## config.mk

```make
export PLATFORM = sky130hd
export DESIGN_NAME = file_mode_spec_parser
export DESIGN_NICKNAME = d
export VERILOG_FILES = /design/src/hdl/fmsp_pkg.sv /design/src/hdl/fmsp_step.sv /design/src/hdl/file_mode_spec_parser.sv
export SDC_FILE = /design/constraint.sdc
export NUM_CORES = 1
export LEC_CHECK = 0
export ABC_AREA = 1
export BUFFER_PORTS_ARGS = -buffer_cell sky130_fd_sc_hd__buf_2
export CAP_MARGIN = 5
export CORE_UTILIZATION = 56
export DETAILED_ROUTE_END_ITERATION = 8
export GPL_ROUTABILITY_DRIVEN = 0
export GPL_TIMING_DRIVEN = 0
export PLACE_DENSITY = 0.79
export SETUP_SLACK_MARGIN = 0.4
export SYNTH_ARGS = -nofsm -noshare
export SYNTH_HDL_FRONTEND = slang
export SYNTH_SLANG_ARGS = --single-unit
```

## constraint.sdc

```tcl
create_clock -name aclk -period 9.8 [get_ports aclk]
set_clock_uncertainty 0.2 [all_clocks]
set_input_delay 1.96 -clock aclk [delete_from_list [all_inputs] [get_ports aclk]]
set_output_delay 1.96 -clock aclk [all_outputs]
set_load 0.01 [all_outputs]
```

## src/hdl/fmsp_pkg.sv

```systemverilog
// fmsp_pkg: shared types and constants for the permission spec parser
`default_nettype none

package fmsp_pkg;

    // mode word and default spec length limit
    localparam int MODE_W              = 12;
    localparam int OCT_W               = 64;
    localparam int MAX_SPEC_CHARS_DEF  = 255;

    localparam logic [MODE_W-1:0] MODE_ALL   = 12'o7777;
    localparam logic [MODE_W-1:0] WHO_USER   = 12'o4700;
    localparam logic [MODE_W-1:0] WHO_GROUP  = 12'o2070;
    localparam logic [MODE_W-1:0] WHO_OTHER  = 12'o1007;
    localparam logic [MODE_W-1:0] PERM_READ  = 12'o0444;
    localparam logic [MODE_W-1:0] PERM_WRITE = 12'o0222;
    localparam logic [MODE_W-1:0] PERM_EXEC  = 12'o0111;
    localparam logic [MODE_W-1:0] PERM_SETID = 12'o6000;
    localparam logic [MODE_W-1:0] PERM_STICK = 12'o1000;

    // clause phase codes
    localparam logic [1:0] PHASE_EMPTY = 2'd0;
    localparam logic [1:0] PHASE_WHO   = 2'd1;
    localparam logic [1:0] PHASE_PERM  = 2'd2;

    // operator codes
    localparam logic [1:0] OP_ADD = 2'd0;
    localparam logic [1:0] OP_SUB = 2'd1;
    localparam logic [1:0] OP_SET = 2'd2;

    // character codes
    localparam logic [7:0] CH_COMMA = 8'h2C;
    localparam logic [7:0] CH_PLUS  = 8'h2B;
    localparam logic [7:0] CH_MINUS = 8'h2D;
    localparam logic [7:0] CH_EQUAL = 8'h3D;
    localparam logic [7:0] CH_0     = 8'h30;
    localparam logic [7:0] CH_7     = 8'h37;
    localparam logic [7:0] CH_9     = 8'h39;
    localparam logic [7:0] CH_U     = 8'h75;
    localparam logic [7:0] CH_G     = 8'h67;
    localparam logic [7:0] CH_O     = 8'h6F;
    localparam logic [7:0] CH_A     = 8'h61;
    localparam logic [7:0] CH_R     = 8'h72;
    localparam logic [7:0] CH_W     = 8'h77;
    localparam logic [7:0] CH_X     = 8'h78;
    localparam logic [7:0] CH_BIG_X = 8'h58;
    localparam logic [7:0] CH_S     = 8'h73;
    localparam logic [7:0] CH_T     = 8'h74;

    // parse state carried from character to character
    typedef struct packed {
        logic [MODE_W-1:0] running_mode;
        logic              dir_flag;
        logic              octal_kind;
        logic [1:0]        clause_phase;
        logic [MODE_W-1:0] who_mask;
        logic              who_given;
        logic [1:0]        op_kind;
        logic [MODE_W-1:0] perm_mask;
        logic              error_flag;
        logic [OCT_W-1:0]  octal_accum;
        logic              octal_overflow;
    } parse_state_t;

endpackage

`default_nettype wire

```

## src/hdl/fmsp_step.sv

```systemverilog
// fmsp_step: next parse state and result for one spec character
`default_nettype none

module fmsp_step
    import fmsp_pkg::*;
#(
    parameter int MAX_SPEC_CHARS = MAX_SPEC_CHARS_DEF,
    parameter int CNT_W          = $clog2(MAX_SPEC_CHARS + 1)
) (
    input  wire parse_state_t      state_in,
    input  wire logic [CNT_W-1:0]  cnt_in,
    input  wire logic [7:0]        ch,
    input  wire logic              first,
    input  wire logic              last,
    input  wire logic [MODE_W-1:0] cur_mode,
    input  wire logic              is_directory,
    output parse_state_t           state_out,
    output logic [CNT_W-1:0]       cnt_out,
    output logic [MODE_W-1:0]      res_mode,
    output logic                   res_ok
);

    // drop the clause fields
    function automatic parse_state_t clear_clause(parse_state_t s);
        parse_state_t r;
        r              = s;
        r.clause_phase = PHASE_EMPTY;
        r.who_mask     = '0;
        r.who_given    = 1'b0;
        r.op_kind      = OP_ADD;
        r.perm_mask    = '0;
        return r;
    endfunction

    // drop clause and spec fields, keep mode, directory flag and kind
    function automatic parse_state_t clear_parse(parse_state_t s);
        parse_state_t r;
        r                = clear_clause(s);
        r.error_flag     = 1'b0;
        r.octal_accum    = '0;
        r.octal_overflow = 1'b0;
        return r;
    endfunction

    // apply the open clause to the running mode, or flag an error for a clause with no operator
    function automatic parse_state_t end_clause(parse_state_t s);
        parse_state_t      r;
        logic [MODE_W-1:0] who;
        logic [MODE_W-1:0] bits;
        r    = s;
        who  = s.who_given ? s.who_mask : MODE_ALL;
        bits = s.perm_mask & who;
        if (s.clause_phase == PHASE_WHO) begin
            r.error_flag = 1'b1;
        end else if (s.clause_phase == PHASE_PERM) begin
            case (s.op_kind)
                OP_ADD:  r.running_mode = s.running_mode | bits;
                OP_SUB:  r.running_mode = s.running_mode & ~bits;
                default: r.running_mode = (s.running_mode & ~who) | bits;
            endcase
        end
        return clear_clause(r);
    endfunction

    parse_state_t      st;
    logic [CNT_W-1:0]  cnt;
    logic [MODE_W-1:0] result;
    logic              ok;

    always_comb begin
        st     = state_in;
        cnt    = cnt_in;
        result = '0;
        ok     = 1'b0;

        // first character loads the file context and restarts the spec
        if (first) begin
            st              = clear_parse(st);
            st.running_mode = cur_mode;
            st.dir_flag     = is_directory;
            st.octal_kind   = (ch inside {[CH_0:CH_9]});
            cnt             = '0;
        end

        // consume the character
        if (!st.error_flag) begin
            if (st.octal_kind) begin
                if (ch inside {[CH_0:CH_7]}) begin
                    if (st.octal_overflow || (|st.octal_accum[OCT_W-1:OCT_W-3])) begin
                        st.octal_overflow = 1'b1;
                    end else begin
                        st.octal_accum = {st.octal_accum[OCT_W-4:0], ch[2:0]};
                    end
                end else begin
                    st.error_flag = 1'b1;
                end
            end else if (cnt < CNT_W'(MAX_SPEC_CHARS)) begin
                cnt = cnt + 1'b1;
                if (ch == CH_COMMA) begin
                    st = end_clause(st);
                end else if (st.clause_phase != PHASE_PERM) begin
                    // who letters and operator
                    case (ch)
                        CH_U: begin
                            st.who_mask     = st.who_mask | WHO_USER;
                            st.who_given    = 1'b1;
                            st.clause_phase = PHASE_WHO;
                        end
                        CH_G: begin
                            st.who_mask     = st.who_mask | WHO_GROUP;
                            st.who_given    = 1'b1;
                            st.clause_phase = PHASE_WHO;
                        end
                        CH_O: begin
                            st.who_mask     = st.who_mask | WHO_OTHER;
                            st.who_given    = 1'b1;
                            st.clause_phase = PHASE_WHO;
                        end
                        CH_A: begin
                            st.who_mask     = MODE_ALL;
                            st.who_given    = 1'b1;
                            st.clause_phase = PHASE_WHO;
                        end
                        CH_PLUS: begin
                            st.op_kind      = OP_ADD;
                            st.clause_phase = PHASE_PERM;
                        end
                        CH_MINUS: begin
                            st.op_kind      = OP_SUB;
                            st.clause_phase = PHASE_PERM;
                        end
                        CH_EQUAL: begin
                            st.op_kind      = OP_SET;
                            st.clause_phase = PHASE_PERM;
                        end
                        default: st.error_flag = 1'b1;
                    endcase
                end else begin
                    // permission letters
                    case (ch)
                        CH_R: st.perm_mask = st.perm_mask | PERM_READ;
                        CH_W: st.perm_mask = st.perm_mask | PERM_WRITE;
                        CH_X: st.perm_mask = st.perm_mask | PERM_EXEC;
                        CH_BIG_X: begin
                            if (st.dir_flag || (|(st.running_mode & PERM_EXEC))) begin
                                st.perm_mask = st.perm_mask | PERM_EXEC;
                            end
                        end
                        CH_S: st.perm_mask = st.perm_mask | PERM_SETID;
                        CH_T: st.perm_mask = st.perm_mask | PERM_STICK;
                        default: st.error_flag = 1'b1;
                    endcase
                end
            end
        end

        // end of spec: close the clause, form the result, clear the parse
        if (last) begin
            if (!st.octal_kind && !st.error_flag) begin
                st = end_clause(st);
            end
            ok = !st.error_flag;
            if (ok) begin
                if (st.octal_kind) begin
                    result = st.octal_overflow ? MODE_ALL : st.octal_accum[MODE_W-1:0];
                end else begin
                    result = st.running_mode;
                end
                st.running_mode = result;
            end
            st  = clear_parse(st);
            cnt = '0;
        end
    end

    assign state_out = st;
    assign cnt_out   = cnt;
    assign res_mode  = result;
    assign res_ok    = ok;

endmodule

`default_nettype wire

```

## src/hdl/file_mode_spec_parser.sv

```systemverilog
// file_mode_spec_parser: top level with input register, parse state and result register
// a character is held in the input register and parsed from there; the parse step
// loads its result, if any, into the result register, where it waits until transferred
// throughput: one character per cycle while nothing stalls, set by the combinational parse step
// the input side keeps accepting while a result waits, unless a last character must stall
// reset: synchronous active-low aresetn clears valids, parse state and character count to zero
`default_nettype none

module file_mode_spec_parser
    import fmsp_pkg::*;
#(
    parameter int MAX_SPEC_CHARS = MAX_SPEC_CHARS_DEF
) (
    input  wire logic              aclk,
    input  wire logic              aresetn,
    input  wire logic              s_valid,
    output logic                   s_ready,
    input  wire logic [7:0]        s_ch,
    input  wire logic              s_first,
    input  wire logic              s_last,
    input  wire logic [MODE_W-1:0] s_cur_mode,
    input  wire logic              s_is_directory,
    output logic                   m_valid,
    input  wire logic              m_ready,
    output logic [MODE_W-1:0]      m_new_mode,
    output logic                   m_ok
);

    localparam int CNT_W = $clog2(MAX_SPEC_CHARS + 1);

    logic              in_valid_reg;
    logic [7:0]        in_ch_reg;
    logic              in_first_reg;
    logic              in_last_reg;
    logic [MODE_W-1:0] in_cur_mode_reg;
    logic              in_is_dir_reg;

    parse_state_t      state_reg;
    parse_state_t      state_next;
    logic [CNT_W-1:0]  cnt_reg;
    logic [CNT_W-1:0]  cnt_next;

    logic              m_valid_reg;
    logic [MODE_W-1:0] m_new_mode_reg;
    logic              m_ok_reg;
    logic [MODE_W-1:0] res_mode;
    logic              res_ok;

    logic              out_free;
    logic              proc_fire;
    logic              res_fire;

    // handshake: a character is parsed when its result, if any, has room
    assign out_free  = !m_valid_reg || m_ready;
    assign proc_fire = in_valid_reg && (!in_last_reg || out_free);
    assign res_fire  = proc_fire && in_last_reg;
    assign s_ready   = !in_valid_reg || proc_fire;

    // input register
    always_ff @(posedge aclk) begin
        if (!aresetn) begin
            in_valid_reg <= 1'b0;
        end else if (s_ready) begin
            in_valid_reg <= s_valid;
        end
        if (s_valid && s_ready) begin
            in_ch_reg       <= s_ch;
            in_first_reg    <= s_first;
            in_last_reg     <= s_last;
            in_cur_mode_reg <= s_cur_mode;
            in_is_dir_reg   <= s_is_directory;
        end
    end

    // parse step
    fmsp_step #(
        .MAX_SPEC_CHARS (MAX_SPEC_CHARS),
        .CNT_W          (CNT_W)
    ) u_step (
        .state_in     (state_reg),
        .cnt_in       (cnt_reg),
        .ch           (in_ch_reg),
        .first        (in_first_reg),
        .last         (in_last_reg),
        .cur_mode     (in_cur_mode_reg),
        .is_directory (in_is_dir_reg),
        .state_out    (state_next),
        .cnt_out      (cnt_next),
        .res_mode     (res_mode),
        .res_ok       (res_ok)
    );

    // parse state
    always_ff @(posedge aclk) begin
        if (!aresetn) begin
            state_reg <= '0;
            cnt_reg   <= '0;
        end else if (proc_fire) begin
            state_reg <= state_next;
            cnt_reg   <= cnt_next;
        end
    end

    // result register
    always_ff @(posedge aclk) begin
        if (!aresetn) begin
            m_valid_reg <= 1'b0;
        end else if (res_fire) begin
            m_valid_reg <= 1'b1;
        end else if (m_ready) begin
            m_valid_reg <= 1'b0;
        end
        if (res_fire) begin
            m_new_mode_reg <= res_mode;
            m_ok_reg       <= res_ok;
        end
    end

    assign m_valid    = m_valid_reg;
    assign m_new_mode = m_new_mode_reg;
    assign m_ok       = m_ok_reg;

    // a finished spec leaves a clean parse state
    assert property (@(posedge aclk) disable iff (!aresetn)
        res_fire |=> (state_reg.clause_phase == PHASE_EMPTY) && !state_reg.error_flag
                     && !state_reg.octal_overflow && (cnt_reg == '0))
        else $error("parse state not cleared after result");

    // a rejected spec reports mode zero
    assert property (@(posedge aclk) disable iff (!aresetn)
        (m_valid && !m_ok) |-> (m_new_mode == '0))
        else $error("invalid spec with nonzero mode");

    // a stalled character is held in the input register
    assert property (@(posedge aclk) disable iff (!aresetn)
        (in_valid_reg && !proc_fire) |=> in_valid_reg && $stable(in_ch_reg)
                                         && $stable(in_last_reg))
        else $error("stalled character lost");

    // a result is never overwritten before transfer
    assert property (@(posedge aclk) disable iff (!aresetn)
        (m_valid_reg && !m_ready) |-> !res_fire)
        else $error("result overwritten");

endmodule

`default_nettype wire
```

# After elaboration in Yosys (flattened, before gate mapping)
# Cells that the tools add are included.
totals:
  reg_bits: 155
  latchBits: 0
  mem_bits_rw: 0
  mem_bits_ro: 0
  in_bits: 27
  memories: 0
classes:
  n_addsub: 1
  mul: 0
  n_div: 0
  n_lt_le_gt_ge: 4
  n_eq_ne: 21
  shifts: 0
  muxes: 44
  bitwise: 15
  n_reduce_logical: 27
op_table:
  columns: ["operator", "n"]
  rows:
  - ["$mux W109", 6]
  - ["$mux W12", 10]
  - ["$eq A8 B7 Y1 const B", 10]
  - ["$and A12 B12 Y12", 6]
  - ["$pmux W12 S6", 1]
  - ["$mux W66", 1]
  - ["$mux W65", 1]
  - ["$mux W64", 1]
  - ["$pmux W13 S4", 1]
  - ["$not A12 Y12", 4]
  - ["$or A12 B12 Y12", 4]
  - ["$pmux W12 S2", 2]
  - ["$mux W43", 1]
  - ["$mux W8", 5]
  - ["$eq A8 B6 Y1 const B", 4]
  - ["$mux W30", 1]
  - ["$mux W17", 1]
  - ["$le A8 B6 Y1 const B", 2]
  - ["$mux W14", 1]
  - ["$mux W1", 9]
  - ["$reduce_or A3 Y1", 3]
  - ["$add A8 B1 Y8 const B", 1]
  - ["$eq A2 B1 Y1 const B", 4]
  - ["$ge A8 B6 Y1 const B", 1]
  - ["16 further kinds", 32]

# Logic depth before layout (Yosys ltp)
logic_depth:
  ltp_word: 27
  depth_mapped: 25
  ltp_nobuf: 20

# Modules after synthesis
# A second synthesis with hierarchy kept.
unflattened:
  hier_cells: 1787
  hier_area_um2: 11114.4
by_module_without_submodules:
  columns: ["module", "instances", "cells_per_inst", "area_per_inst_um2", "seq_area_each_um2"]
  rows:
  - ["file_mode_spec_parser", 1, 818, 6426.2, 3463.3]
  - ["fmsp_step", 1, 969, 4688.2, 0.0]

# Worst setup path after synthesis
# No wires, ideal clock.
synth_path:
  path_type: "input -> output"
  start: "input m_ready"
  end: "output s_ready"
  arrival_time_ns: 2.189
  slack_ns: 5.451
  cell_stages: 2
  n_path_buf: 0
  path_cell_list: "inv_1 > nand4_1"
synth_between:
  elab_chain_len: 4
synth_lines:
  columns: ["item", "line", "source"]
  rows:
  - ["start: declaration", "file_mode_spec_parser.sv:24", "input wire logic m_ready,"]
  - ["$logic_or A1 B1 Y1", "file_mode_spec_parser.sv:54", "assign out_free = !m_valid_reg || m_ready;"]
  - ["$logic_or A1 B1 Y1", "file_mode_spec_parser.sv:55", "assign proc_fire = in_valid_reg && (!in_last_reg || out_free);"]
  - ["$logic_and A1 B1 Y1", "file_mode_spec_parser.sv:55", null]
  - ["$logic_or A1 B1 Y1", "file_mode_spec_parser.sv:57", "assign s_ready = !in_valid_reg || proc_fire;"]
  - ["end: declaration", "file_mode_spec_parser.sv:17", "output logic s_ready,"]
# No other way between the ends.

# Final worst setup path
layout_path:
  start: "register in_first_reg"
  end: "register m_new_mode_reg[3] (netlist: m_new_mode[3]), data pin"
layout_between:
  elab_chain_len: 20
  word_cells_on_any_way: 65
  classes_between: "order compare (1); eq/ne (7); mux (33); bitwise (14); reduce/logical (10)"
layout_lines:
  columns: ["item", "line", "source"]
  rows:
  - ["start: declaration", "file_mode_spec_parser.sv:33", "logic in_first_reg;"]
  - ["start signal: assignment", "file_mode_spec_parser.sv:68", "in_first_reg <= s_first;"]
  - ["$mux W109", "fmsp_step.sv:77", "if (first) begin"]
  - ["$mux W12", "fmsp_step.sv:51", "who = s.who_given ? s.who_mask : MODE_ALL;"]
  - ["$not A12 Y12 or $and A12 B12 Y12 (tied branches)", "fmsp_step.sv:59, fmsp_step.sv:52", null]
  - ["$and A12 B12 Y12 or $not A12 Y12 (tied branches)", "fmsp_step.sv:59, fmsp_step.sv:58", null]
  - ["$or A12 B12 Y12 or $and A12 B12 Y12 (tied branches)", "fmsp_step.sv:59, fmsp_step.sv:58", null]
  - ["$pmux W12 S2", "fmsp_step.sv:56", "case (s.op_kind)"]
  - ["$mux W12", "fmsp_step.sv:55", "end else if (s.clause_phase == PHASE_PERM) begin"]
  - ["$mux W12", "fmsp_step.sv:53", "if (s.clause_phase == PHASE_WHO) begin"]
  - ["[4 not listed]", null, null]
  - ["$and A12 B12 Y12", "fmsp_step.sv:59", "default: r.running_mode = (s.running_mode & ~who) | bits;"]
  - ["$or A12 B12 Y12", "fmsp_step.sv:59", null]
  - ["$pmux W12 S2", "fmsp_step.sv:56", null]
  - ["$mux W12", "fmsp_step.sv:55", null]
  - ["$mux W12", "fmsp_step.sv:53", null]
  - ["$mux W109 (*)", "fmsp_step.sv:159", "if (!st.octal_kind && !st.error_flag) begin"]
  - ["$mux W109 (*)", "fmsp_step.sv:158", "if (last) begin"]
  - ["$mux W12", "fmsp_step.sv:164", "if (st.octal_kind) begin"]
  - ["end signal: assignment", "file_mode_spec_parser.sv:114", "m_new_mode_reg <= res_mode;"]
  - ["end: declaration", "file_mode_spec_parser.sv:44", "logic [MODE_W-1:0] m_new_mode_reg;"]
# Mark *: on every way between the ends. The rest lies on a longest branch, timed or not. The select of a mux whose other input is x is not followed.
# A chain may end at the register's enable or synchronous reset.

==> results.py <==
metrics = {
    "status": {
        "run_status": "finished, final reports clean",
    },
    "detailed_routing": {
        "wl_per_cell_um": 15.9,
        "num_vias": 10800,
        "post_drt_via_cell_ratio": 5.63,
        "drtAntennaViolNets": 0,
        "drtPass1Iterations": 6,
        "drc": 0,
        "drt_iter0_markers": 1165,
        "postRouteWirelength_mm": 30.4,
    },
    "pwr": {
        "vdd_ir_drop_max_mv": 0.167,
        "p_switching_uw": 406,
        "clkPwrFrac": 0.468,
        "netSwitchingFraction": 0.262,
        "combPwrFrac": 0.096,
        "internal_power_mw": 1.14,
        "powerDensity_nw_per_um2": 140,
        "pwr-share-seq": 0.436,
        "leakage_nw": 4.61,
    },
    "yosys": {
        "synth_edf_count": 36,
        "netlist_area_um2": 9940,
        "post-synth-top-count-cell": "nand2_1",
        "ys.warnings.count": 0,
        "synthTopCellsByArea": "dfxtp_1 24%, nand2_1 20%, edfxtp_1 11%",
        "synth_nets": 1638,
        "synthTopCellsByCount": "530 x nand2_1, 220 x nor2_1, 160 x inv_1",
        "synth_top_area_frac": 0.240,
        "synth_seq_cells": 155,
        "async_flop_share": 0,
        "postSynthCellCount": 1610,
        "synth_cell_types": 46,
        "yosysSeqAreaShare": 0.348,
        "ys.flop_type": "dfxtp_1",
        "synth_top_cell_by_area": "dfxtp_1",
        "syn_area_per_cell_um2": 6.18,
    },
    "clock_network": {
        "clock_tree.root_cell": "clkbuf_16",
        "cts_resized": 0,
        "post_cts.repair.setup_buffers": 0,
        "clockBufferDepth": 2,
        "clk_pin_slew_ns": 0.07,
        "numCtsBuffers": 17,
        "holdBufCountCts": 0,
        "htreeDepth": 4,
        "clock_latency_ns": 0.44,
        "cts_tree": "yes",
        "numClockSinks": 155,
    },
    "global_route": {
        "overflow": 0,
        "grt_pass1_wl_mm": 49.2,
        "track_usage": 0.348,
        "antenna_found_initial": 1,
        "grt_start_max_net_pins": 24,
        "grt_pass1_vias": 9925,
    },
    "timing": {
        "period_needed_ns": 5.00,
        "max_slew_margin": 0.273,
        "setup_violations": 0,
        "final.setup.worst_slack_ns": 4.80,
        "fin_crit_sh": 0.510,
        "finalHoldViolCount": 0,
        "max_freq_mhz": 200,
        "setup_tns_ns": 0,
        "slew_viol_final": 0,
        "rsz0062_at_grt": "false",
        "worst_pin_slew_ns": 1.09,
    },
    "cells_and_area": {
        "layout.nets": 1698,
        "fin_util": 0.640,
        "nFillCells": 1631,
        "largest_register_ffs": 109,
        "drive_above_1_share": 0.0927,
        "final_cells": 1909,
        "area_growth_pct": 11.3,
    },
    "worst_setup_path": {
        "path_max_fanout": 10,
        "critPathRequiredTime_ns": 9.81,
        "startpoint_type": "flop",
        "crit_arrival_ns": 5.01,
        "critPathSlowestCell": "buf_1",
        "crit_path_end_kind": "flop",
        "path_cells": "buf_6 -> buf_2 -> buf_2 -> buf_1 -> clkbuf_1 -> nor2_1 -> ha_1 -> nand2_1 -> nor2_2 -> nand2_2 -> inv_1 -> nor2_1 -> nand2_1 -> nand2_1 -> a21oi_1 -> nand2_1 -> nand4_1 -> nand2_1 -> nand3_1 -> nand2_1 -> inv_2",
        "critical_path_class": "reg2reg",
        "crit_top_cell": "nand2_1",
        "cp_slowest_stage_delay_ns": 0.51,
    },
    "die": {
        "die_x_um": 135,
        "die_h_um": 135,
        "ioPinCount": 42,
        "initial_utilization": 0.575,
        "coreArea_um2": 17300,
        "die_area_um2": 18300,
        "rows": 48,
    },
    "worst_hold_path": {
        "worst_hold_path_type": "reg2reg",
    },
    "place": {
        "dp_cells": 1876,
        "dp_hpwl_mm": 22.1,
        "dp_slack_ns": 5.06,
        "port_buffers": 41,
    },
    "flow_run": {
        "drv_cap": 0,
    },
}
-- worst paths after layout --
path              cells past startpoint                        from                           to  slack [ns]
setup / recovery                     21      in_first_reg$_DFFE_PP_  m_new_mode[3]$_SDFFCE_PP0P_        4.80
hold / removal                        2  state_reg[96]$_SDFFE_PN0P_   state_reg[96]$_SDFFE_PN0P_        0.24
setup reg to reg                     21      in_first_reg$_DFFE_PP_  m_new_mode[3]$_SDFFCE_PP0P_        4.80
hold reg to reg                       2  state_reg[96]$_SDFFE_PN0P_   state_reg[96]$_SDFFE_PN0P_        0.24
-- layout by cell type (no fill, tap or decap), types with 3 or more instances in the layout --
master,n
nand4_1,18
nand2_1,530
nor2_2,20
dfxtp_1,119
a21oi_1,125
bufinv_16,4
buf_2,58
nand2_2,7
nand3_1,82
edfxtp_1,36
inv_2,12
nor2_1,220
o211ai_1,43
a221oi_1,6
o21a_1,5
buf_6,4
o21ai_0,71
xor2_1,3
clkinv_4,4
a31oi_1,9
clkbuf_16,17
nor2_4,7
o21ai_1,16
inv_1,160
buf_1,12
clkbuf_1,55
buf_4,4
clkinv_1,4
-- power groups by stage --
stage	clock, mW	sequential [mW]	combinational (mW)
after floorplan	0	0.686	0.0964
after global placement	0	0.689	0.142
after detailed placement	0	0.689	0.144
after CTS	0.728	0.675	0.145
after global routing	0.755	0.677	0.162
final	0.724	0.676	0.148
-- final cells by class --
cell class	instances	area [um^2]	area share
Inverter	176	663	0.0599
Antenna cell	1	2.50	0.000226
Multi-Input combinational cell	1189	5410	0.489
Clock inverter	12	188	0.0170
Timing Repair Buffer	41	205	0.0185
Clock buffer	20	447	0.0404
Sequential cell	155	3460	0.313
Tap cell	225	282	0.0254
Buffer	90	404	0.0365
-- logic make-up after synthesis --
group,share of synthesized area
buffers and inverters,0.107
XOR/XNOR,0.00352
flip-flops,0.348
AND/OR/NAND/NOR,0.373
adder cells (fa/ha/maj),0.00126
AO/OA/AOI/OAI,0.167
-- per-stage QoR --
| stage | cell area [um^2] | hold slack (ns) | total power, mW |
|---|---|---|---|
| 3_5_place_dp | 10400 | 0.241 | 0.833 |
| 4_1_cts | 11100 | 0.249 | 1.55 |
| 3_3_place_gp | 10400 | 0.238 | 0.831 |
| 5_1_grt | 11100 | 0.267 | 1.59 |
| 2_1_floorplan | 9940 | 0.224 | 0.783 |
| 6_report | 11100 | 0.243 | 1.55 |
-- critical path, delay by kind of cell (launching register included) --
family,cells,cell delay (ns)
AO/OA/AOI/OAI,1,0.08
AND/OR/NAND/NOR,12,1.96
adder cells (fa/ha/maj),1,0.22
buffers and inverters,7,1.94
flip-flops,1,0.34
-- layer usage --
| metal | share of wire | up-vias | GRT usage |
|---|---|---|---|
| li1 | - | 5291 | - |
| met1 | 0.40 | 4834 | 0.420 |
| met2 | 0.45 | 502 | 0.559 |
| met3 | 0.091 | 129 | 0.0954 |
| met4 | 0.058 | 0 | 0.197 |
| met5 | 0 | - | 0 |
No activity file was read; power rests on OpenSTA's default activity.
